`src/cld_pkg.sv`:
```
`default_nettype none

package cld_pkg;

  // Ring geometry: positions count modulo twice the depth so full and empty differ
  localparam int unsigned BUF_DEPTH = 128;
  localparam int unsigned POS_MOD   = 2 * BUF_DEPTH;
  localparam int unsigned POS_W     = $clog2(POS_MOD);
  localparam int unsigned SLOT_W    = (BUF_DEPTH > 1) ? $clog2(BUF_DEPTH) : 1;

  // Key codes
  localparam logic [7:0] KEY_CTRL_P = 8'h10;
  localparam logic [7:0] KEY_CTRL_U = 8'h15;
  localparam logic [7:0] KEY_CTRL_H = 8'h08;
  localparam logic [7:0] KEY_DEL    = 8'h7F;
  localparam logic [7:0] KEY_CTRL_D = 8'h04;
  localparam logic [7:0] KEY_CR     = 8'h0D;
  localparam logic [7:0] KEY_LF     = 8'h0A;
  localparam logic [7:0] KEY_NUL    = 8'h00;

  // Item commands
  localparam logic CMD_KEY  = 1'b0;
  localparam logic CMD_READ = 1'b1;

  // Read status codes
  localparam logic [1:0] RD_NONE = 2'd0;
  localparam logic [1:0] RD_BYTE = 2'd1;
  localparam logic [1:0] RD_EOF  = 2'd2;

  typedef enum logic {
    ST_IDLE,
    ST_EXEC
  } state_e;

  typedef struct packed {
    logic       command;
    logic [7:0] key_char;
    logic       first_of_read;
  } in_item_t;

  typedef struct packed {
    logic       echo_valid;
    logic [7:0] echo_char;
    logic [7:0] erase_count;
    logic       dump_request;
    logic       line_ready;
    logic [1:0] read_status;
    logic [7:0] read_char;
    logic       end_of_line;
  } out_item_t;

  // Controller to datapath
  typedef struct packed {
    logic load;
    logic commit;
  } dp_cmd_t;

endpackage

`default_nettype wire

```
`src/cld_in_if.sv`:
```
`default_nettype none

interface cld_in_if;
  import cld_pkg::*;

  logic     valid;
  logic     ready;
  in_item_t data;

  modport source (output valid, output data, input ready);
  modport sink (input valid, input data, output ready);
endinterface

`default_nettype wire

```
`src/cld_out_if.sv`:
```
`default_nettype none

interface cld_out_if;
  import cld_pkg::*;

  logic      valid;
  logic      ready;
  out_item_t data;

  modport source (output valid, output data, input ready);
  modport sink (input valid, input data, output ready);
endinterface

`default_nettype wire

```
`src/console_line_discipline_top.sv`:
```
// An accepted item is registered together with its ring-memory read; the item then
// waits in execution until the output register is free, and that update step writes
// the ring, moves the positions and loads the result. No new item is taken before it.
// A new item is taken while the previous result still waits at the output.
// Reset (async, active low) clears the read, commit and edit positions and the
// output valid; the line store holds no defined contents until written.
`default_nettype none

module console_line_discipline_top (
  input  wire logic clk_i,
  input  wire logic rst_ni,
  cld_in_if.sink    in_i,
  cld_out_if.source out_o
);
  import cld_pkg::*;

  dp_cmd_t cmd;
  logic    in_ready;
  logic    out_valid;

  cld_ctrl u_ctrl (
    .clk_i       (clk_i),
    .rst_ni      (rst_ni),
    .in_valid_i  (in_i.valid),
    .out_ready_i (out_o.ready),
    .in_ready_o  (in_ready),
    .out_valid_o (out_valid),
    .cmd_o       (cmd)
  );

  cld_dp u_dp (
    .clk_i    (clk_i),
    .rst_ni   (rst_ni),
    .cmd_i    (cmd),
    .item_i   (in_i.data),
    .result_o (out_o.data)
  );

  assign in_i.ready  = in_ready;
  assign out_o.valid = out_valid;

endmodule

`default_nettype wire

```
`src/cld_ctrl.sv`:
```
`default_nettype none

module cld_ctrl (
  input  wire logic              clk_i,
  input  wire logic              rst_ni,
  input  wire logic              in_valid_i,
  input  wire logic              out_ready_i,
  output logic                   in_ready_o,
  output logic                   out_valid_o,
  output cld_pkg::dp_cmd_t       cmd_o
);
  import cld_pkg::*;

  state_e state_q, state_d;
  logic   out_valid_q, out_valid_d;
  logic   slot_free;

  assign slot_free = !out_valid_q || out_ready_i;

  always_comb begin
    state_d = state_q;
    unique case (state_q)
      ST_IDLE: begin
        if (in_valid_i) state_d = ST_EXEC;
      end
      ST_EXEC: begin
        if (slot_free) state_d = ST_IDLE;
      end
      default: state_d = ST_IDLE;
    endcase
  end

  always_comb begin
    in_ready_o   = 1'b0;
    cmd_o.load   = 1'b0;
    cmd_o.commit = 1'b0;
    unique case (state_q)
      ST_IDLE: begin
        in_ready_o = 1'b1;
        cmd_o.load = in_valid_i;
      end
      ST_EXEC: begin
        // hold the item until the output register can take its result
        cmd_o.commit = slot_free;
      end
      default: ;
    endcase
  end

  always_comb begin
    out_valid_d = out_valid_q;
    if (cmd_o.commit) out_valid_d = 1'b1;
    else if (out_ready_i) out_valid_d = 1'b0;
  end

  always_ff @(posedge clk_i or negedge rst_ni) begin
    if (!rst_ni) begin
      state_q     <= ST_IDLE;
      out_valid_q <= 1'b0;
    end else begin
      state_q     <= state_d;
      out_valid_q <= out_valid_d;
    end
  end

  assign out_valid_o = out_valid_q;

`ifndef SYNTHESIS
  a_load_then_exec: assert property (@(posedge clk_i) disable iff (!rst_ni)
    cmd_o.load |=> (state_q == ST_EXEC) && !in_ready_o)
    else $error("accepted item did not enter execution");
  a_commit_fills_output: assert property (@(posedge clk_i) disable iff (!rst_ni)
    cmd_o.commit |=> out_valid_q)
    else $error("committed result not presented");
  a_no_overwrite: assert property (@(posedge clk_i) disable iff (!rst_ni)
    (cmd_o.commit && out_valid_q) |-> out_ready_i)
    else $error("result overwritten before it was taken");
`endif

endmodule

`default_nettype wire

```
`src/cld_dp.sv`:
```
`default_nettype none

module cld_dp (
  input  wire logic               clk_i,
  input  wire logic               rst_ni,
  input  wire cld_pkg::dp_cmd_t   cmd_i,
  input  wire cld_pkg::in_item_t  item_i,
  output cld_pkg::out_item_t      result_o
);
  import cld_pkg::*;

  function automatic logic [POS_W-1:0] pos_inc(logic [POS_W-1:0] p);
    return (p == POS_W'(POS_MOD - 1)) ? '0 : p + POS_W'(1);
  endfunction

  function automatic logic [POS_W-1:0] pos_dec(logic [POS_W-1:0] p);
    return (p == '0) ? POS_W'(POS_MOD - 1) : p - POS_W'(1);
  endfunction

  function automatic logic [POS_W-1:0] pos_diff(logic [POS_W-1:0] a, logic [POS_W-1:0] b);
    logic [POS_W:0] d;
    d = {1'b0, a} - {1'b0, b};
    if (d[POS_W]) d = d + (POS_W+1)'(POS_MOD);
    return d[POS_W-1:0];
  endfunction

  function automatic logic [SLOT_W-1:0] slot_of(logic [POS_W-1:0] p);
    logic [POS_W-1:0] s;
    s = (p >= POS_W'(BUF_DEPTH)) ? p - POS_W'(BUF_DEPTH) : p;
    return SLOT_W'(s);
  endfunction

  logic [7:0]       mem_q [BUF_DEPTH];
  logic [7:0]       rdata_q;
  in_item_t         item_q;
  out_item_t        result_q, result_d;
  logic [POS_W-1:0] read_pos_q, read_pos_d;
  logic [POS_W-1:0] commit_pos_q, commit_pos_d;
  logic [POS_W-1:0] edit_pos_q, edit_pos_d;
  logic             wr_en;
  logic [7:0]       wr_char;
  logic [POS_W-1:0] fill, edit_next, kill_len;
  logic [31:0]      kill_wide;

  assign fill      = pos_diff(edit_pos_q, read_pos_q);
  assign edit_next = pos_inc(edit_pos_q);
  assign kill_len  = pos_diff(edit_pos_q, commit_pos_q);
  assign kill_wide = 32'(kill_len);
  assign wr_char   = (item_q.key_char == KEY_CR) ? KEY_LF : item_q.key_char;

  always_comb begin
    result_d     = '0;
    read_pos_d   = read_pos_q;
    commit_pos_d = commit_pos_q;
    edit_pos_d   = edit_pos_q;
    wr_en        = 1'b0;
    if (item_q.command == CMD_KEY) begin
      if (item_q.key_char == KEY_CTRL_P) begin
        result_d.dump_request = 1'b1;
      end else if (item_q.key_char == KEY_CTRL_U) begin
        result_d.erase_count = kill_wide[7:0];
        edit_pos_d           = commit_pos_q;
      end else if (item_q.key_char == KEY_CTRL_H || item_q.key_char == KEY_DEL) begin
        if (edit_pos_q != commit_pos_q) begin
          edit_pos_d           = pos_dec(edit_pos_q);
          result_d.erase_count = 8'd1;
        end
      end else if (item_q.key_char != KEY_NUL && fill < POS_W'(BUF_DEPTH)) begin
        result_d.echo_valid = 1'b1;
        result_d.echo_char  = wr_char;
        wr_en               = 1'b1;
        edit_pos_d          = edit_next;
        // commit on line end, end of file, or the byte that fills the ring
        if (wr_char == KEY_LF || wr_char == KEY_CTRL_D ||
            pos_diff(edit_next, read_pos_q) == POS_W'(BUF_DEPTH)) begin
          commit_pos_d        = edit_next;
          result_d.line_ready = 1'b1;
        end
      end
    end else if (read_pos_q != commit_pos_q) begin
      if (rdata_q == KEY_CTRL_D) begin
        result_d.read_status = RD_EOF;
        // leave the Ctrl-D in place unless it opens the read
        if (item_q.first_of_read) read_pos_d = pos_inc(read_pos_q);
      end else begin
        result_d.read_status = RD_BYTE;
        result_d.read_char   = rdata_q;
        result_d.end_of_line = (rdata_q == KEY_LF);
        read_pos_d           = pos_inc(read_pos_q);
      end
    end
  end

  always_ff @(posedge clk_i) begin
    if (cmd_i.load) begin
      item_q  <= item_i;
      rdata_q <= mem_q[slot_of(read_pos_q)];
    end
    if (cmd_i.commit && wr_en) mem_q[slot_of(edit_pos_q)] <= wr_char;
    if (cmd_i.commit) result_q <= result_d;
  end

  always_ff @(posedge clk_i or negedge rst_ni) begin
    if (!rst_ni) begin
      read_pos_q   <= '0;
      commit_pos_q <= '0;
      edit_pos_q   <= '0;
    end else if (cmd_i.commit) begin
      read_pos_q   <= read_pos_d;
      commit_pos_q <= commit_pos_d;
      edit_pos_q   <= edit_pos_d;
    end
  end

  assign result_o = result_q;

`ifndef SYNTHESIS
  a_fill_bounded: assert property (@(posedge clk_i) disable iff (!rst_ni)
    fill <= POS_W'(BUF_DEPTH))
    else $error("edit position ran past the ring");
  a_commit_within_edit: assert property (@(posedge clk_i) disable iff (!rst_ni)
    pos_diff(commit_pos_q, read_pos_q) <= fill)
    else $error("commit position beyond edit position");
  a_store_has_room: assert property (@(posedge clk_i) disable iff (!rst_ni)
    (cmd_i.commit && wr_en) |-> fill < POS_W'(BUF_DEPTH))
    else $error("byte stored into a full ring");
`endif

endmodule

`default_nettype wire
```
`src/flat_wrapper.sv`:
```
// flat-port wrapper written by rule: the top's interface ports become plain ports
module console_line_discipline_top_flat import cld_pkg::*;
  (clk_i, rst_ni, in_i_valid, in_i_data, in_i_ready, out_o_valid, out_o_data, out_o_ready);
  cld_in_if in_i_i ();
  cld_out_if out_o_i ();
  input  wire logic clk_i;
  input  wire logic rst_ni;
  input wire logic [$bits(in_i_i.valid)-1:0] in_i_valid;
  input wire logic [$bits(in_i_i.data)-1:0] in_i_data;
  output wire logic [$bits(in_i_i.ready)-1:0] in_i_ready;
  output wire logic [$bits(out_o_i.valid)-1:0] out_o_valid;
  output wire logic [$bits(out_o_i.data)-1:0] out_o_data;
  input wire logic [$bits(out_o_i.ready)-1:0] out_o_ready;
  assign in_i_i.valid = in_i_valid;
  assign in_i_i.data = in_i_data;
  assign in_i_ready = in_i_i.ready;
  assign out_o_valid = out_o_i.valid;
  assign out_o_data = out_o_i.data;
  assign out_o_i.ready = out_o_ready;
  console_line_discipline_top u_core (.clk_i(clk_i), .rst_ni(rst_ni), .in_i(in_i_i), .out_o(out_o_i));
endmodule
```
`config.mk`:
```
export PLATFORM = sky130hd
export DESIGN_NAME = console_line_discipline_top_flat
export DESIGN_NICKNAME = d
export VERILOG_FILES = /design/src/cld_pkg.sv /design/src/cld_in_if.sv /design/src/cld_out_if.sv /design/src/console_line_discipline_top.sv /design/src/cld_ctrl.sv /design/src/cld_dp.sv /design/src/flat_wrapper.sv
export SDC_FILE = /design/constraint.sdc
export NUM_CORES = 1
export LEC_CHECK = 0
export BUFFER_PORTS_ARGS = -buffer_cell sky130_fd_sc_hd__buf_2
export CAP_MARGIN = 40
export CORE_AREA = 4 4 286 400
export CTS_BUF_LIST = sky130_fd_sc_hd__clkbuf_16
export CTS_CLUSTER_DIAMETER = 60
export DETAILED_ROUTE_END_ITERATION = 8
export DIE_AREA = 0 0 290 404
export GPL_TIMING_DRIVEN = 0
export REMOVE_ABC_BUFFERS = 1
export SLEW_MARGIN = 20
export SYNTH_ARGS = -nofsm -noshare
export SYNTH_HDL_FRONTEND = slang
export SYNTH_HIERARCHICAL = 1
export SYNTH_SLANG_ARGS = --single-unit
```
`constraint.sdc`:
```
create_clock -name clk_i -period 12.9 [get_ports clk_i]
set_input_delay 1.29 -clock clk_i [delete_from_list [all_inputs] [get_ports clk_i]]
set_output_delay 1.29 -clock clk_i [all_outputs]
set_load 0.01 [all_outputs]
```
[Word level (Yosys, flattened, before mapping)]
Memories as Yosys holds them, arrays and structs flattened. A register that Yosys moved wholly into a read port is not among the register bits.
Cells that the tools add are included.
Word-level totals
  register bits after elaboration: 66
  latch bits: 0
  bits in writable memories: 1024
  memory bits (read-only): 0
  input bits: 14
  output and inout bits: 32
  word-level logic and storage cells: 115
  memories kept: 1
Cells by class
  add/subtract/negate cells: 11
  multiply operators: 0
  div/mod/pow operators: 0
  magnitude comparators: 3
  equality and inequality tests: 16
  shifts and indexed selects: 0
  multiplexer cells: 42
  bitwise logic cells: 7
  reductions and logical operators: 19
Memory list
  u_core.u_dp.mem_q: words 128, width 8, read ports 1, clocked after Yosys merged registers in 1, write ports 1, RTL line cld_dp.sv:33  | logic [7:0] mem_q [BUF_DEPTH];
Operators by type and width (number)
  8-bit two-way mux: 20
  8-bit by 1-bit adder with 8-bit output (second input constant): 5
  8-bit by 4-bit equality test with 1-bit output (second input constant): 4
  8-bit by 8-bit subtractor with 9-bit output: 3
  8-bit equality test (second input constant): 3
  1-bit two-way mux: 17
  8-bit by 3-bit equality test with 1-bit output (second input constant): 2
  8-bit by 5-bit equality test with 1-bit output (second input constant): 2
  8-bit greater-or-equal comparator (second input constant): 2
  8-bit != test: 2
  7-bit two-way mux: 2
  7-bit by 1-bit subtractor with 7-bit output (second input constant): 2
  9-bit two-way mux: 1
  8-bit by 7-bit equality test with 1-bit output (second input constant): 1
  8-bit zero test: 1
  8-bit less-than comparator (second input constant): 1
  8-bit nonzero test: 1
  8-bit by 1-bit subtractor with 8-bit output (second input constant): 1
  1-bit inverter: 7
  7-bit AND reduction: 1
  5-bit AND reduction: 1
  5-bit OR reduction: 1
  1-bit logical OR: 4
  4-bit AND reduction: 1
  other kinds (12): 13

[Longest topological paths before layout]
Gate-level depths: netlist (run 1).
  word-level depth: 13
  gate-level depth with buffers: 16
  depth with buffers taken out: 13

[Cells and area by module]
Netlist (run 1), hierarchy kept.
By module, submodules not included
  cld_dp: times used 1, cells an instance 2184, area an instance 43877.1 um^2, seq. area each 32791.4 um^2
  cld_ctrl: times used 1, cells an instance 9, area an instance 101.3 um^2, seq. area each 50.0 um^2

[Worst setup path after synthesis (run 1)]
No wires, ideal clock.
  kind: register to register
  start point: reg u_core/u_dp/item_q[4] in the netlist's numbering
  end point: mem u_core.u_dp.mem_q[0][0], data pin
  setup time: 835 ps
  arrival time: 4019 ps
  data required time: 12065 ps
  setup slack: 8046 ps
  stages on the path, launching flop included: 5
  buffers on the path: 1
  period minus slack after synthesis: 4854 ps
  cells stage by stage: edfxtp_1 > clkbuf_1 > nor3b_1 > and2_1 > nor2b_1
Between the ends
  longest elaborated chain between the ends: 2
RTL lines
  start: declaration: RTL line cld_dp.sv:35  | in_item_t item_q;
  start signal: assignment: RTL line cld_dp.sv:96  | item_q <= item_i;
  8-bit by 4-bit equality test with 1-bit output: RTL line cld_dp.sv:49  | assign wr_char = (item_q.key_char == KEY_CR) ? KEY_LF : item_q.key_char;
  8-bit two-way mux: RTL line cld_dp.sv:49
  via u_core.u_dp.wr_char[0]: RTL line cld_dp.sv:41  | logic [7:0] wr_char;
  end: declaration: RTL line cld_dp.sv:33
The timed path passes the listed nets, and every way through them passes these cells.

[Worst setup path in the final report (run 1)]
  start point: reg u_core.u_dp.read_pos_q[6]
  end point: mem u_core.u_dp.mem_q[70][2] (enable)
Between the ends
  longest elaborated chain between the ends: 13
RTL lines
  start: declaration: RTL line cld_dp.sv:37  | logic [POS_W-1:0] read_pos_q, read_pos_d;
  start signal: assignment: RTL line cld_dp.sv:109  | read_pos_q <= read_pos_d;
  8-bit by 8-bit subtractor with 9-bit output *: RTL line cld_dp.sv:22  | d = {1'b0, a} - {1'b0, b};
  8-bit by 1-bit adder with 8-bit output: RTL line cld_dp.sv:23  | if (d[POS_W]) d = d + (POS_W+1)'(POS_MOD);
  8-bit two-way mux *: RTL line cld_dp.sv:23
  8-bit less-than comparator *: RTL line cld_dp.sv:68  | end else if (item_q.key_char != KEY_NUL && fill < POS_W'(BUF_DEPTH)) begin
  1-bit logical AND *: RTL line cld_dp.sv:68
  1-bit two-way mux *: RTL line cld_dp.sv:68
  1-bit two-way mux *: RTL line cld_dp.sv:63  | end else if (item_q.key_char == KEY_CTRL_H || item_q.key_char == KEY_DEL) begin
  1-bit two-way mux *: RTL line cld_dp.sv:60  | end else if (item_q.key_char == KEY_CTRL_U) begin
  1-bit two-way mux *: RTL line cld_dp.sv:58  | if (item_q.key_char == KEY_CTRL_P) begin
  1-bit two-way mux *: RTL line cld_dp.sv:57  | if (item_q.command == CMD_KEY) begin
  1-bit logical AND *: RTL line cld_dp.sv:99  | if (cmd_i.commit && wr_en) mem_q[slot_of(edit_pos_q)] <= wr_char;
  1-bit two-way mux *: RTL line cld_dp.sv:99
  1-bit two-way mux (implied by the code) *: RTL line cld_dp.sv:99
Mark *: on every way between the ends. The rest lies on a longest branch, timed or not.

==> impl_metrics.json, run 1 <==
{
  "status": "completed",
  "antenna_cells": 0,
  "ys_types": 68,
  "path_delay_family": "simple AND/OR/NAND/NOR gates",
  "synth_edf_count": 1072,
  "placed_cells": 3674,
  "hold_viol_final": 0,
  "nNetsFinal": 2367,
  "n_fill_cell": 9383,
  "power_leakage_nw": 15.9,
  "crit_required_ns": 13.20,
  "clock_skew_ns": 0.0337,
  "grt_max_degree": 70,
  "cpMostUsedCell": "buf_8",
  "grt_pass1_vias": 22900,
  "path_buf_inv": 4,
  "stdcell_count": 3875,
  "path_class": "flip-flop to flip-flop",
  "ios": 46,
  "final_cell_mix": "edfxtp_1, mux4_2, nor2_1, clkbuf_16, mux2i_1",
  "fp.coreArea_mm2": 0.111,
  "whs_path_depth": 2,
  "ff_latch_area_mm2": 0.0329,
  "area_growth_pct": 14.5,
  "syn_avg_cell_area_um2": 20.1,
  "maxCapViolCount": 0,
  "route.vias.total": 22100,
  "grt_use_met2_pct": 31.1,
  "grt_overflow": 0,
  "routedWlPerCell_um": 27.5,
  "place.gp.congestion": 0.885,
  "max_freq_mhz": 180,
  "ctsHtreeMaxLevel": 3,
  "start_util_pct": 39.6,
  "path_max_fanout": 17,
  "final_common_cell": "edfxtp_1",
  "row_count": 145,
  "met3_usage_pct": 2.65,
  "synth_area_mm2": 0.0440,
  "cts_root_buf": "clkbuf_16",
  "worstSetupStartpointType": "flip-flop",
  "ys_ff_latch": 1098,
  "synthCells": 2193,
  "ant_nets": 0,
  "finalSetupViolCount": 0,
  "vias_per_cell": 5.69,
  "path_clk_slew_ns": 0.07,
  "cp.depth": 11,
  "critPathArrivalTime_ns": 5.86,
  "postCtsHoldBufs": 0,
  "holdCritPathClass": "flip-flop to flip-flop",
  "cts_sinks": 1098,
  "busiest_layer": "met2",
  "cp_cell_sequence": "clkinv_1 -> ha_1 -> a2111o_1 -> a31oi_1 -> or3_1 -> nand4b_1 -> inv_2 -> nand4_1 -> buf_8 -> buf_8 -> nor2_1",
  "yosys_warnings": 6,
  "routed_wl_um": 106000,
  "multiInputGateArea_mm2": 0.0105,
  "slowest_delay_ns": 0.96,
  "ys_seq_area_share_pct": 74.7,
  "reg2reg_depth": 11,
  "clock_path_buffers": 3,
  "tightest_slew_ns": 0.972,
  "grt_usage_pct": 18.0,
  "gr-usage-met1_pct": 22.8,
  "slowest_stage": "dfrtp_1",
  "synthFlopType": "edfxtp_1",
  "rsz0062_at_grt": "false",
  "slew_headroom_pct": 35.2,
  "die_w_um": 290,
  "die_area_mm2": 0.117,
  "cts_resized": 0,
  "slew_viol_final": 0,
  "period_share_pct": 43.1,
  "power_density_mw_per_mm2": 189,
  "cts_tree": "yes",
  "fin_util_pct": 45.4,
  "drive_above_1_share_pct": 25.4,
  "drt_iter0_drc": 1873,
  "cp-end-kind": "flip-flop",
  "antenna_found_initial": 1,
  "clk_latency_ns": 0.70,
  "irDropWorstVdd_v": 0.000108,
  "dp_hpwl_um": 71400,
  "period_needed_ns": 5.56,
  "drt_pass1_iterations": 6,
  "postCtsSetupBuffers": 0,
  "die_h_um": 404,
  "cts_buffers": 97,
  "port_buffers": 45,
  "synthArstFlopShare_pct": 2.37,
  "grt_pass1_wl_um": 157000,
  "drc": 0
}
## cells in the mapped netlist (5+ instances only)
cell	count	area share, %
o221ai_1	14	0.28
ha_1	26	0.74
xnor2_1	12	0.24
nor2b_1	15	0.21
a22oi_1	15	0.26
nand2_1	43	0.37
a211oi_1	12	0.20
buf_2	34	0.39
o21a_1	6	0.10
a221oi_1	11	0.22
nor4_1	11	0.16
dfrtp_1	26	1.5
o22ai_1	12	0.17
nor3_1	21	0.24
xor2_1	15	0.30
mux2i_1	62	1.4
edfxtp_1	1072	73
o31ai_1	5	0.085
o21ai_0	35	0.40
mux2_2	15	0.38
nand2b_1	6	0.085
a311oi_1	6	0.12
a21oi_1	52	0.59
nand3_1	30	0.34
mux4_2	271	14
clkbuf_1	47	0.40
or3_1	5	0.071
inv_1	23	0.20
buf_4	19	0.32
and2_1	19	0.27
nor2_1	168	1.4
buf_1	16	0.14
nand4_1	6	0.085
a31oi_1	7	0.10
## area by class of cell
cell class	count	share of cell area, %
Timing Repair Buffer	154	3.84
Inverter	29	0.226
Tap cell	1470	3.65
Multi-Input combinational cell	946	20.8
Clock buffer	97	4.82
Clock inverter	81	1.38
Sequential cell	1098	65.2
## flip-flops by register name, summed over array words and instances (netlist names)
register and flops:
u_core/u_dp/rdata_q 8, u_core/u_dp/mem_q 1024, u_core/u_ctrl/state_q 1, u_core/u_dp/edit_pos_q 8
u_core/u_dp/read_pos_q 8, u_core/u_dp/commit_pos_q 8, u_core/u_dp/item_q 10, u_core/u_dp/result_o 30
u_core/u_ctrl/out_valid_o 1
## kinds of logic after synthesis
| logic type | synth area share [%] |
|---|---|
| AOI/OAI and AO/OA | 3.12 |
| buffers and inverters | 1.60 |
| muxes | 15.7 |
| adders and majority gates | 0.785 |
| xor gates and xnor gates | 0.538 |
| and+or+nand+nor | 3.61 |
| DFF | 74.7 |
## worst register-to-register path, stage by stage (launching register included)
cell and delay [ns]:
dfrtp_1 0.96, clkinv_1 0.66, ha_1 0.43, a2111o_1 0.35
a31oi_1 0.17, or3_1 0.19, nand4b_1 0.27, inv_2 0.36
nand4_1 0.58, buf_8 0.38, buf_8 0.16, nor2_1 0.65
## layer usage
metal | vias up | wire length (um) | part of all wire, %
met1 | 11700 | 40700 | 38
met4 | 0 | 4810 | 4.5
met5 | - | 0 | 0
li1 | 9324 | - | -
met2 | 851 | 54500 | 51
met3 | 192 | 6470 | 6.1
## worst paths after layout
kind                                            from                         to  slack (ns)
min                        u_core/u_ctrl/out_valid_o  u_core/u_ctrl/out_valid_o        0.54
min reg2reg                u_core/u_ctrl/out_valid_o  u_core/u_ctrl/out_valid_o        0.54
max reg2reg                u_core/u_dp/read_pos_q[6]   u_core/u_dp/mem_q[70][2]        7.34
max in group asynchronous                     rst_ni  u_core/u_dp/read_pos_q[0]       11.70
min in group asynchronous                     rst_ni  u_core/u_dp/edit_pos_q[6]        0.64
max                        u_core/u_dp/read_pos_q[6]   u_core/u_dp/mem_q[70][2]        7.34
## power breakdown
group          switching, mW  leakage (nW)  internal (mW)
Combinational           1.35          4.31           1.19
Sequential             0.133          9.99           3.99
Clock                   1.29          1.58           1.56
## metrics by stage
step           setup TNS (ns)  area (um2)  hold WS (ns)  power (mW)  worst slack (ns)
6_report                    0       50400         0.540        9.52              7.34
5_1_grt                     0       50400         0.595        9.86              7.23
4_1_cts                     0       50200         0.547        9.62              7.45
3_5_place_dp                0       47100         0.527        6.76              7.47
3_3_place_gp         -5589.23       45400         0.492        7.43             -9.01
2_1_floorplan               0       43400         0.508        6.35             0.250
No activity file was read; power rests on OpenSTA's default activity.
==> run 2, diff against run 1 <==
ABC_AREA = 1   (was not set)
CORE_AREA = 4 4 290 406   (was 4 4 286 400)
DIE_AREA = 0 0 294 410   (was 0 0 290 404)
clock period = 5.4 ns   (was 12.9 ns; I/O delays follow)
==> impl_metrics.json, run 2 <==
{
  "status": "completed",
  "finalSetupViolCount": 0,
  "start_util_pct": 39.7,
  "cpMostUsedCell": "buf_16",
  "crit_required_ns": 5.70,
  "yosys.area.top_type": "edfxtp_1",
  "final_common_cell": "edfxtp_1",
  "yosys-top-cells-area": "edfxtp_1, nor2_1, o21ai_0",
  "power_leakage_nw": 17.3,
  "dp_hpwl_um": 73700,
  "clock_skew_ns": 0.0237,
  "ys_ff_latch": 1098,
  "nNetsFinal": 3877,
  "row_count": 147,
  "synthArstFlopShare_pct": 2.37,
  "cp_cell_sequence": "buf_16 -> inv_4 -> buf_16 -> ha_1 -> a21oi_1 -> nand2_1 -> nand4_1 -> nand3_1 -> nand2_1 -> nand3_4 -> nor2_8 -> nand3_2 -> buf_16 -> nor2_1",
  "slew_headroom_pct": 43.6,
  "clk_latency_ns": 0.69,
  "hold_viol_final": 0,
  "clock_path_buffers": 3,
  "ant_nets": 0,
  "critPathArrivalTime_ns": 5.47,
  "routed.top_layer": "met4",
  "die_area_mm2": 0.121,
  "path_class": "flip-flop to flip-flop",
  "cts_root_buf": "clkbuf_16",
  "antenna_found_initial": 0,
  "cts_sinks": 1098,
  "fin_ws_ns": 0.230,
  "drt_iter0_drc": 2525,
  "post-synth-top-count-cell": "edfxtp_1",
  "largest-register": "u_core/u_dp/mem_q",
  "grt_max_degree": 131,
  "drt_pass1_iterations": 5,
  "hold_start": "in_i_data[2]",
  "max_freq_mhz": 193,
  "syn_avg_cell_area_um2": 11.9,
  "whs_path_depth": 1,
  "largest_reg_flops": 1024,
  "postCtsSetupBuffers": 0,
  "cts_buffers": 96,
  "crit-reg2reg-launch": "u_core/u_dp/read_pos_q[2]",
  "fp.coreArea_mm2": 0.114,
  "routedWlPerCell_um": 21.9,
  "n_fill_cell": 10100,
  "path_max_fanout": 42,
  "ys_types": 43,
  "grt_pass1_vias": 28100,
  "synthCells": 3820,
  "vias_per_cell": 5.47,
  "maxCapViolCount": 0,
  "period_share_pct": 95.7,
  "holdCritPathClass": "primary input to flip-flop",
  "route.vias.total": 29500,
  "path_clk_slew_ns": 0.07,
  "slew_viol_final": 0,
  "grt_usage_pct": 19.2,
  "antenna_cells": 0,
  "met1_length_um": 46300,
  "r2r_end": "u_core/u_dp/mem_q[49][0]",
  "drive_above_1_share_pct": 8.26,
  "final_cell_mix": "edfxtp_1, nor2_1, o21ai_0, nand2_1, nand3_1",
  "ios": 46,
  "routed_wl_um": 118000,
  "area_growth_pct": 13.7,
  "grt_overflow": 0,
  "grt_pass1_wl_um": 175000,
  "ctsHtreeMaxLevel": 3,
  "cts_tree": "yes",
  "synth_area_mm2": 0.0454,
  "yosys_warnings": 6,
  "worstSetupStartpointType": "flip-flop",
  "power_mw": 25.2,
  "slowest_delay_ns": 0.84,
  "synth_top_cells_by_count": "edfxtp_1, nor2_1, o21ai_0, nand2_1, nand3_1",
  "drc": 0,
  "die_h_um": 410,
  "irDropWorstVdd_v": 0.000516,
  "synthFlopType": "edfxtp_1",
  "rrSetupSlack_ns": 0.23,
  "met2_wirelength_um": 58700,
  "wl_met3_um": 6970,
  "port_buffers": 45,
  "synth_top_area_share_pct": 71.0,
  "rsz0062_at_grt": "false",
  "synth_edf_count": 1072,
  "reg2reg_depth": 14,
  "power_density_mw_per_mm2": 488,
  "period_needed_ns": 5.17,
  "cp-end-kind": "flip-flop",
  "dp_slack_ns": 0.277,
  "die_w_um": 294,
  "tightest_slew_ns": 0.843,
  "slowest_stage": "dfrtp_4",
  "place.gp.congestion": 0.857,
  "hold_end": "u_core/u_dp/item_q[2]",
  "ys_seq_area_share_pct": 72.4
}
[run 2: metal layers]
| metal | vias to the layer above | track usage, % |
|---|---|---|
| met3 | 260 | 2.86 |
| met5 | - | 0 |
| met2 | 996 | 32.9 |
| met1 | 14600 | 23.8 |
| li1 | 13700 | - |
| met4 | 0 | 9.62 |
[run 2: cell families after synthesis]
family / Yosys count / share of synthesized area [%]
AOI/OAI and AO/OA: 825 / 10.1
adders and majority gates: 27 / 0.761
muxes: 3 / 0.0662
and+or+nand+nor: 1508 / 13.3
xor gates and xnor gates: 13 / 0.251
buffers and inverters: 346 / 3.06
DFF: 1098 / 72.4
[run 2: layout make-up]
type	instances	area, um2	area share [%]
sequential	1098	32900	63.7
multi-input combinational	2376	11200	21.6
clock buffer	99	2480	4.80
timing repair buffer	153	2130	4.13
tap	1490	1860	3.61
clock inverter	72	642	1.24
inverter	111	449	0.871
[run 2: stage by stage]
stage	hold slack, ns	area, um2	instances	utilization (%)	setup TNS [ns]
floorplan	0.244	44400	3585	-	-6632.07
global placement	0.489	46500	5120	40.7	-
detailed placement	0.493	48200	5197	42.2	0
CTS	0.00365	51400	5376	45.0	0
global route	0.0260	51600	5399	45.2	0
finish	0.0529	51600	5399	45.2	0
[run 2: power by group]
part / total (mW) / internal [mW] / switching [mW]
sequential: 9.94 / 9.57 / 0.371
clock: 6.86 / 3.84 / 3.01
combinational: 8.37 / 2.58 / 5.79
[run 2: critical path: cells and delay by family (launching register included)]
kind / cells / cell delay (ns)
buffers and inverters: 4 / 1.16
flip-flops: 1 / 0.84
AND/OR/NAND/NOR: 8 / 2.16
AO/OA/AOI/OAI: 1 / 0.14
adder cells (fa/ha/maj): 1 / 0.35
[run 2: worst max-delay path by stage]
stage,startpoint,endpoint,slack (ns),cells after the start
global route,u_core/u_dp/read_pos_q[2],u_core/u_dp/mem_q[49][1],0.09,14
floorplan,u_core/u_dp/read_pos_q[0],u_core/u_dp/rdata_q[1],-12.98,13
finish,u_core/u_dp/read_pos_q[2],u_core/u_dp/mem_q[49][0],0.23,14
detailed placement,u_core/u_dp/read_pos_q[2],u_core/u_dp/mem_q[121][2],0.28,14
global placement,u_core/u_dp/read_pos_q[0],u_core/u_dp/rdata_q[1],-37.87,11
CTS,u_core/u_dp/read_pos_q[2],u_core/u_dp/mem_q[121][1],0.23,14
[run 2: repair_timing]
| action | 4_1_cts | 5_1_grt |
|---|---|---|
| resized for setup | 0 | 0 |
| hold buffers | 8 | 0 |
| hold endpoints to repair | 33 | 0 |
==> run 3, diff against run 2 <==
CORE_AREA = 4 4 342 344   (was 4 4 290 406)
DIE_AREA = 0 0 346 348   (was 0 0 294 410)
==> impl_metrics.json, run 3 (synthesis results as in run 2) <==
{
  "routedWlPerCell_um": 22.1,
  "start_util_pct": 39.8,
  "grt_max_degree": 133,
  "cp-endpoint": "u_core/u_dp/mem_q[121][7]",
  "finalSetupViolCount": 0,
  "grt_overflow": 0,
  "placed_cells": 5227,
  "crit_start": "u_core/u_dp/read_pos_q[1]",
  "port_buffers": 45,
  "area_growth_pct": 15.3,
  "dp_hpwl_um": 74000,
  "n_fill_cell": 10200,
  "antenna_found_initial": 1,
  "design_area_mm2": 0.0523,
  "hold_slack_ns": 0.0427,
  "power_mw": 25.8,
  "path_clk_slew_ns": 0.06,
  "route.vias.total": 30100,
  "placed_area_mm2": 0.0483,
  "ios": 46,
  "postCtsHoldBufs": 9,
  "cp.depth": 15,
  "grt_pass1_wl_um": 180000,
  "cp_cell_sequence": "buf_16 -> buf_16 -> inv_8 -> ha_1 -> nand3_1 -> nand2_1 -> nand4_1 -> nand2_1 -> nand2_1 -> nand2_1 -> nand3_4 -> nor2_8 -> nand3_2 -> buf_12 -> nor2_1",
  "place.gp.congestion": 0.846,
  "critPathArrivalTime_ns": 5.43,
  "crit_required_ns": 5.72,
  "slew_headroom_pct": 40.7,
  "ctsHtreeMaxLevel": 3,
  "clock_skew_ns": 0.0370,
  "reg2reg_depth": 15,
  "fp.coreArea_mm2": 0.114,
  "largest-register": "u_core/u_dp/mem_q",
  "whs_path_depth": 1,
  "maxCapViolCount": 0,
  "cp-end-kind": "flip-flop",
  "row_count": 124,
  "cpMostUsedCell": "nand2_1",
  "slowest_stage": "dfrtp_4",
  "largest_reg_flops": 1024,
  "slowest_delay_ns": 0.95,
  "cts_buffers": 115,
  "status": "completed",
  "cts_tree": "yes",
  "final_common_cell": "edfxtp_1",
  "drc": 0,
  "tightest_slew_ns": 0.890,
  "period_share_pct": 94.6,
  "irDropWorstVdd_v": 0.000302,
  "drive_above_1_share_pct": 9.06,
  "cts_root_buf": "clkbuf_16",
  "vias_per_cell": 5.49,
  "grt_usage_pct": 19.5,
  "holdCritPathClass": "primary input to flip-flop",
  "path_buf_inv": 4,
  "rsz0062_at_grt": "false",
  "power_density_mw_per_mm2": 494,
  "clock_path_buffers": 3,
  "rrSetupSlack_ns": 0.29,
  "die_area_mm2": 0.120,
  "stdcell_count": 5476,
  "drt_iter0_drc": 3218,
  "worstSetupStartpointType": "flip-flop",
  "path_max_fanout": 82,
  "max_freq_mhz": 196,
  "setup_tns_ns": 0,
  "crit-reg2reg-launch": "u_core/u_dp/read_pos_q[1]",
  "cts_sinks": 1098,
  "postCtsSetupBuffers": 0,
  "power_leakage_nw": 17.7,
  "nNetsFinal": 3914,
  "path_delay_family": "simple AND/OR/NAND/NOR gates",
  "hold_viol_final": 0,
  "antenna_cells": 0,
  "path_class": "flip-flop to flip-flop",
  "die_h_um": 348,
  "clk_latency_ns": 0.72,
  "final_cell_mix": "edfxtp_1, nor2_1, o21ai_0, nand2_1, nand3_1",
  "slew_viol_final": 0,
  "period_needed_ns": 5.11,
  "drt_pass1_iterations": 5,
  "grt_pass1_vias": 28300,
  "cts_resized": 0,
  "ant_nets": 0,
  "r2r_end": "u_core/u_dp/mem_q[121][7]",
  "routed_wl_um": 121000,
  "die_w_um": 346
}
[run 3: cell types whose count changed in the layout (fill, tap and decap cells not counted), sizes merged]
cell         change
buf             +17
bufinv           -3
clkbuf          +16
clkinv          +15
clkinvlp         -1
dlygate4sd3      +1
inv             +10
[run 3: per-layer routing]
layer	vias to the layer above	wire [um]	track usage (%)
met5	-	0	0
met4	0	3660	5.77
li1	13800	-	-
met2	1200	57100	31.6
met1	14800	51100	27.3
met3	221	9100	3.20
[run 3: area by class of cell]
type | instances | area (um2) | area share [%]
flip-flops and latches | 1098 | 32900 | 62.8
multi-input cells | 2376 | 11200 | 21.3
clock buffers | 115 | 2880 | 5.50
repair buffers | 171 | 2280 | 4.37
well taps | 1512 | 1890 | 3.62
clock inverters | 93 | 779 | 1.49
inverters | 111 | 449 | 0.859
[run 3: worst min path at each step]
| stage | from | end | slack (ns) |
|---|---|---|---|
| finish | in_i_data[3] | u_core/u_dp/item_q[3] | 0.04 |
| floorplan | rst_ni | u_core/u_ctrl/out_valid_o | 0.24 |
| detailed placement | u_core/u_dp/commit_pos_q[4] | u_core/u_dp/commit_pos_q[4] | 0.50 |
| global placement | u_core/u_dp/commit_pos_q[4] | u_core/u_dp/commit_pos_q[4] | 0.49 |
| CTS | in_i_data[3] | u_core/u_dp/item_q[3] | 0.01 |
| global route | in_i_data[3] | u_core/u_dp/item_q[3] | 0.02 |
[run 3: metrics by stage]
stage	util [%]	setup WS (ns)
floorplan	-	-12.98
global placement	40.8	-38.27
detailed placement	42.4	0.384
CTS	45.7	0.342
global route	45.9	0.116
finish	45.9	0.292
[run 3: where the power goes]
part,switching (mW),internal [mW],leakage (nW),total (mW)
clock network,3.29,4.27,1.84,7.56
registers,0.375,9.58,10.0,9.95
logic,5.75,2.58,5.84,8.34
total,9.42,16.4,17.7,25.8
